## config.mk

```make
export PLATFORM = sky130hd
export DESIGN_NAME = tcw_ctrl
export DESIGN_NICKNAME = d
export VERILOG_FILES = /design/src/rtl/tcw_pkg.sv /design/src/rtl/tcw_ctrl.sv
export SDC_FILE = /design/constraint.sdc
export NUM_CORES = 1
export LEC_CHECK = 0
export BUFFER_PORTS_ARGS = -buffer_cell sky130_fd_sc_hd__buf_4
export CORE_AREA = 5 5 42 44
export CTS_CLUSTER_DIAMETER = 60
export DETAILED_ROUTE_END_ITERATION = 8
export DIE_AREA = 0 0 47 49
export GPL_TIMING_DRIVEN = 0
export HOLD_SLACK_MARGIN = 0.02
export PLACE_DENSITY_LB_ADDON = 0.1
export SETUP_SLACK_MARGIN = 0.3
export SYNTH_ARGS = -nofsm -noshare
export SYNTH_HDL_FRONTEND = slang
export SYNTH_SLANG_ARGS = --single-unit
```

## constraint.sdc

```tcl
create_clock -name i_clk -period 1.4 [get_ports i_clk]
set_clock_uncertainty 0.15 [all_clocks]
set_input_delay 0.14 -clock i_clk [delete_from_list [all_inputs] [get_ports i_clk]]
set_output_delay 0.14 -clock i_clk [all_outputs]
set_load 0.02 [all_outputs]
```

## src/rtl/tcw_pkg.sv

```systemverilog
package tcw_pkg;

    // Field widths of the channels.
    localparam int CMD_W      = 2;
    localparam int CHAR_W     = 8;
    localparam int IDX_W      = 11;
    localparam int OFFSET_W   = 11;
    localparam int COL_W      = 7;
    localparam int ROW_W      = 5;
    localparam int CELL_W     = 16;
    localparam int ATTR_W     = 8;
    localparam int PAGE_CFG_W = 2;
    localparam int CFG_IDX_W  = 1;
    localparam int CFG_DATA_W = 8;

    // Screen geometry.
    localparam int COLUMNS       = 80;
    localparam int ROWS          = 25;
    localparam int TAB_WIDTH     = 8;
    localparam int VISIBLE_CELLS = COLUMNS * ROWS;
    localparam int COPY_CELLS    = (ROWS - 1) * COLUMNS;

    // Defaults for the top level parameters.
    localparam int DEF_PAGES      = 4;
    localparam int DEF_PAGE_CELLS = 2048;

    // Cell and character constants.
    localparam logic [CHAR_W-1:0] BLANK_CHAR = 8'h20;
    localparam logic [CHAR_W-1:0] CH_BS      = 8'h08;
    localparam logic [CHAR_W-1:0] CH_TAB     = 8'h09;
    localparam logic [CHAR_W-1:0] CH_LF      = 8'h0A;
    localparam logic [CHAR_W-1:0] CH_CR      = 8'h0D;
    localparam logic [CELL_W-1:0] RESET_CELL = 16'h0720;
    localparam logic [ATTR_W-1:0] RESET_ATTR = 8'h07;

    // Command codes of an input item.
    typedef enum logic [CMD_W-1:0] {
        CMD_PUT   = 2'd0,
        CMD_CLEAR = 2'd1,
        CMD_READ  = 2'd2
    } t_cmd_code;

    // Configuration register indexes.
    typedef enum logic [CFG_IDX_W-1:0] {
        CFG_ATTR = 1'd0,
        CFG_PAGE = 1'd1
    } t_cfg_idx;

    typedef struct packed {
        logic [CMD_W-1:0]  command;
        logic [CHAR_W-1:0] char_code;
        logic [IDX_W-1:0]  cell_index;
    } t_in_item;

    typedef struct packed {
        logic [OFFSET_W-1:0] cursor_offset;
        logic [COL_W-1:0]    cursor_column;
        logic [ROW_W-1:0]    cursor_row;
        logic [CELL_W-1:0]   cell_data;
        logic                scrolled;
    } t_out_item;

    typedef struct packed {
        logic [CFG_IDX_W-1:0]  index;
        logic [CFG_DATA_W-1:0] value;
    } t_cfg_item;

    // Commands from the controller to the datapath.
    typedef struct packed {
        logic accept;
        logic put;
        logic rd;
        logic init;
        logic clear;
        logic copy;
        logic blank;
        logic cnt_clr;
        logic finish;
    } t_dp_cmd;

    // Status from the datapath to the controller.
    typedef struct packed {
        logic init_last;
        logic clear_last;
        logic copy_last;
        logic blank_last;
        logic need_scroll;
        logic out_free;
    } t_dp_sts;

endpackage

```

## src/rtl/tcw_ctrl.sv

```systemverilog
module tcw_ctrl (
    input  logic                      i_clk,
    input  logic                      i_rst_n,
    input  logic                      i_in_valid,
    input  logic [tcw_pkg::CMD_W-1:0] i_in_command,
    output logic                      o_in_ready,
    input  tcw_pkg::t_dp_sts          i_sts,
    output tcw_pkg::t_dp_cmd          o_cmd
);

    typedef enum logic [2:0] {
        S_INIT,
        S_IDLE,
        S_PUT,
        S_COPY,
        S_BLANK,
        S_CLEAR,
        S_READ,
        S_DONE
    } t_state;

    t_state r_state;
    t_state n_state;

    // Next state and datapath commands.
    always_comb begin
        n_state = r_state;
        o_cmd   = '0;
        case (r_state)
            S_INIT: begin
                o_cmd.init = 1'b1;
                if (i_sts.init_last) begin
                    o_cmd.cnt_clr = 1'b1;
                    n_state       = S_IDLE;
                end
            end
            S_IDLE: begin
                if (i_in_valid) begin
                    o_cmd.accept = 1'b1;
                    case (i_in_command)
                        tcw_pkg::CMD_PUT:   n_state = S_PUT;
                        tcw_pkg::CMD_CLEAR: n_state = S_CLEAR;
                        tcw_pkg::CMD_READ:  n_state = S_READ;
                        default:            n_state = S_DONE;
                    endcase
                end
            end
            S_PUT: begin
                o_cmd.put = 1'b1;
                n_state   = i_sts.need_scroll ? S_COPY : S_DONE;
            end
            S_COPY: begin
                o_cmd.copy = 1'b1;
                if (i_sts.copy_last) begin
                    o_cmd.cnt_clr = 1'b1;
                    n_state       = S_BLANK;
                end
            end
            S_BLANK: begin
                o_cmd.blank = 1'b1;
                if (i_sts.blank_last) begin
                    o_cmd.cnt_clr = 1'b1;
                    n_state       = S_DONE;
                end
            end
            S_CLEAR: begin
                o_cmd.clear = 1'b1;
                if (i_sts.clear_last) begin
                    o_cmd.cnt_clr = 1'b1;
                    n_state       = S_DONE;
                end
            end
            S_READ: begin
                o_cmd.rd = 1'b1;
                n_state  = S_DONE;
            end
            S_DONE: begin
                if (i_sts.out_free) begin
                    o_cmd.finish = 1'b1;
                    n_state      = S_IDLE;
                end
            end
            default: n_state = S_IDLE;
        endcase
    end

    assign o_in_ready = (r_state == S_IDLE);

    // State register; reset starts the memory sweep.
    always_ff @(posedge i_clk) begin
        if (!i_rst_n) begin
            r_state <= S_INIT;
        end else begin
            r_state <= n_state;
        end
    end

endmodule

```

Word level (Yosys, flattened, before mapping)
Index checks and enable logic that the tools add are counted.

Bits in registers: 3. Bits in latches: 0. Bits in writable memories: 0. ROM bits: 0. Input port bits: 11. Word-level logic and storage cells: 43. Memories: 0.

Add/subtract/negate cells: 0. Multiply operators: 0. Divide/modulo/power cells: 0. $lt $le $gt $ge: 0. Eq/ne operators: 15. Shift operators: 0. Muxes and demuxes: 24. Bitwise operators: 0. Reductions and logical operators: 3.

Operators by type and width (count): 3-bit one-hot mux with 8 select lines (1); 3-bit two-way mux (7); 1-bit two-way mux (14); 3-bit == test (second input constant) (4); 2-bit != test (second input constant) (6); 3-bit one-hot mux with 3 select lines (1); 3-bit by 2-bit == test with 1-bit output (second input constant) (2); 6-bit AND reduction (1); 1-bit one-hot mux with 4 select lines (1); 3-bit by 1-bit == test with 1-bit output (second input constant) (1); 3-bit zero test (1); 2-bit by 1-bit == test with 1-bit output (second input constant) (1); 2-bit == test (second input constant) (1); 2-bit zero test (1).

Depth between registers and ports, before layout
Depth after elaboration: 4. Depth in mapped cells: 4. Gate-level depth less buffers: 3.

Worst setup path after synthesis
No wires, ideal clock.

Path kind: flip-flop to output port. From: register r_state[0]. To: output port o_cmd[1] (netlist name). Arrival time: 1302 ps. Required time: 1110 ps. Setup slack: -192 ps. Stages on the path, launching flop included: 4. Path buffers: 1. Cell sequence: dfxtp_1 -> clkbuf_1 -> nand2_1 -> o32ai_1.

RTL lines: from (decl) (line tcw_ctrl.sv:22) `t_state r_state;`; from (signal assigned) (line tcw_ctrl.sv:94) `r_state <= n_state;`; to (decl) (line tcw_ctrl.sv:8) `output tcw_pkg::t_dp_cmd o_cmd`.

==> results.toml <==
[outcome]
status = "complete, but fails checks"
violations = "setup timing"

[floorplan]
die_h_um = 49
die_width_um = 47
fp.dieArea_um2 = 2303
ios = 21
initial_core_util_pct = 23.04
placementRows = 14
core_um2 = 1401

[cts]
clkSlewWorstSetupHoldPaths_ns = 0.03
cts.sinks = 3
cts_tree = "done"
cts_buffer_depth = 2
cts_made_buffers = 3
insertion_delay_ns = 0.23
cts_max_level = 1
cts-root-buf = "clkbuf_4"

[global_route]
grt_usage_pct = 12.03
grt_max_degree = 11
grt_pass1_wl_mm = 2.049
grt_antenna_before_repair = 0
grt_pass1_vias = 484
gr-total-overflow = 0

[cells_and_area]
reg.largest.list = "r_state: 3 flops"
fillers = 139
multi_input_area_um2 = 335.3
regArea_um2 = 71.32
largest_reg_flops = 3
diodes = 0
final_cells = 98
drive_gt1_share_pct = 69.51
nNetsFinal = 94
final_area_um2 = 815.8
areaGrowthSynthToFinish_pct = 152.7
top_register = "r_state"

[place]
place.gp.congestion = 0.7212
dp_hpwl_um = 855.3
portBuffers = 20
placed_cells = 84
place_area_um2 = 570.5

[setup_path]
worst_setup_path_end_kind = "output pin"
cp_max_fo = 4
cp-start-kind = "flip-flop"
crit_arrival_ns = 1.28
crit_required_ns = 1.11
worstSetupPathType = "flip-flop to output pin"

[route]
num_vias = 473
drc = 0
wl_per_cell_um = 13.69
drt_iter0_drc = 7
first_pass_iters = 4
final_antenna_net_count = 0
drt_wl_total_mm = 1.342
routed_via_density = 4.827

[synth]
synth.most_common_cell = "nor2_1"
synth.area.mux_share_pct = 9.690
syn_area_um2 = 322.8
syn_inst = 48
yosys.area.top_type_share_pct = 18.60
synth_xor_area_share_pct = 0
synthAdderAreaFrac_pct = 0
ys_async_sr_fraction_pct = 0
synth_warnings = 0
ys_top_cells_by_count = "9 x nor2_1, 4 x inv_1, 3 x dfxtp_1, 3 x nand2b_1, 3 x nor3_1"
syn-num-nets = 59
ys_types = 25
synth_seq_cells = 3
synthSimpleGateAreaFrac_pct = 39.15
synth_enable_flop_cells = 0
synth_compound_area_share_pct = 24.03
synth_top_family_by_area = "simple AND/OR/NAND/NOR gates"
synth_area_leaders = "dfxtp_1 19%, nor2_1 10%, mux2i_1 6.2%"
yosysTopAreaCell = "dfxtp_1"
ys.flop_type = "dfxtp_1"
yosysSeqAreaShare_pct = 18.60
synth.avg_cell_area_um2 = 6.725

[sta]
setup_viol = 12
finalHoldViolations = 0
period_needed_ns = 1.573
fin_ws_ns = -0.1727
slew_viol_final = 0
min_period_over_period_pct = 112.3
max_slew_margin_pct = 83.65
tns_ns = -0.7862
max_slew.worst_pin.slew_ns = 0.2426
holdWs_ns = 0.04058
fmax_mhz = 635.9
rsz0062_at_grt = "true"

[power_and_ir_drop]
leakage_nw = 0.3444
p_total_w = 0.0009758
ir_drop_v = 0.0006187
p_per_area_nw_per_um2 = 1196

[flow_run]
maxCapViolCount = 0

[worst_hold_path]
holdCritPathClass = "input port to flip-flop"
[placed cells by master, fill, tap and decap left out, types with 2 or more instances in the layout]
master,n
nor2_4,2
and3_4,2
buf_4,15
nor2_1,6
inv_1,3
dfxtp_4,3
clkbuf_4,3
buf_6,14
nand2b_1,2
[kinds of logic (layout without fill, tap and decap cells)]
family	Yosys count	after routing
AOI/OAI and AO/OA	10	10
buffers and inverters	7	41
DFF	3	3
muxes	3	3
and+or+nand+nor	25	25
[cell type report]
class	count	share of cell area (%)
buffer	3	6.595
inverter	4	2.301
sequential	3	8.742
timing repair buffer	30	35.58
multi-input combinational	38	41.10
clock buffer	4	3.221
tap	16	2.454
[metal layers]
| layer | wire, um | GRT usage [%] |
|---|---|---|
| met1 | 580 | 15.10 |
| met5 | 0 | 0 |
| met2 | 691 | 19.46 |
| met3 | 70 | 3.690 |
| met4 | 0 | 2.765 |
[where the power goes]
part	total (W)	internal (W)	switching, W	leakage (nW)
logic	0.000677	0.000378	0.000299	0.303
clock network	0.000147	0.000107	0.0000408	0.0150
registers	0.000151	0.000113	0.0000383	0.0267
total	0.000976	0.000597	0.000378	0.344
[per-stage QoR]
stage                     setup slack (ns)  utilization (%)
after floorplan                     0.1039                -
after global placement            -0.07302            40.71
after detailed placement          -0.07580            40.71
after CTS                          -0.1517            55.80
after global routing               -0.2166            58.21
final                              -0.1727            58.21
[worst paths after layout]
check | startpoint | to | slack (ns) | cells after the start
setup / recovery | r_state[2] | o_cmd[1] | -0.17 | 4
hold / removal | i_rst_n | r_state[1] | 0.04 | 3
setup reg to reg | r_state[2] | r_state[1] | -0.14 | 5
hold reg to reg | r_state[1] | r_state[1] | 0.46 | 2
[worst max-delay path, stage by stage, from the launching register on]
cell,delay (ns)
dfxtp_4,0.40
mux2i_4,0.24
o21a_1,0.19
o32ai_4,0.09
buf_6,0.14
[what timing repair did]
item	CTS	global route
resized for setup	27	6
pin swaps	8	6
endpoints found under the setup margin	13	13
hold buffers	0	0
setup buffers	9	1
gates cloned	0	0
No activity file was read; power rests on OpenSTA's default activity.
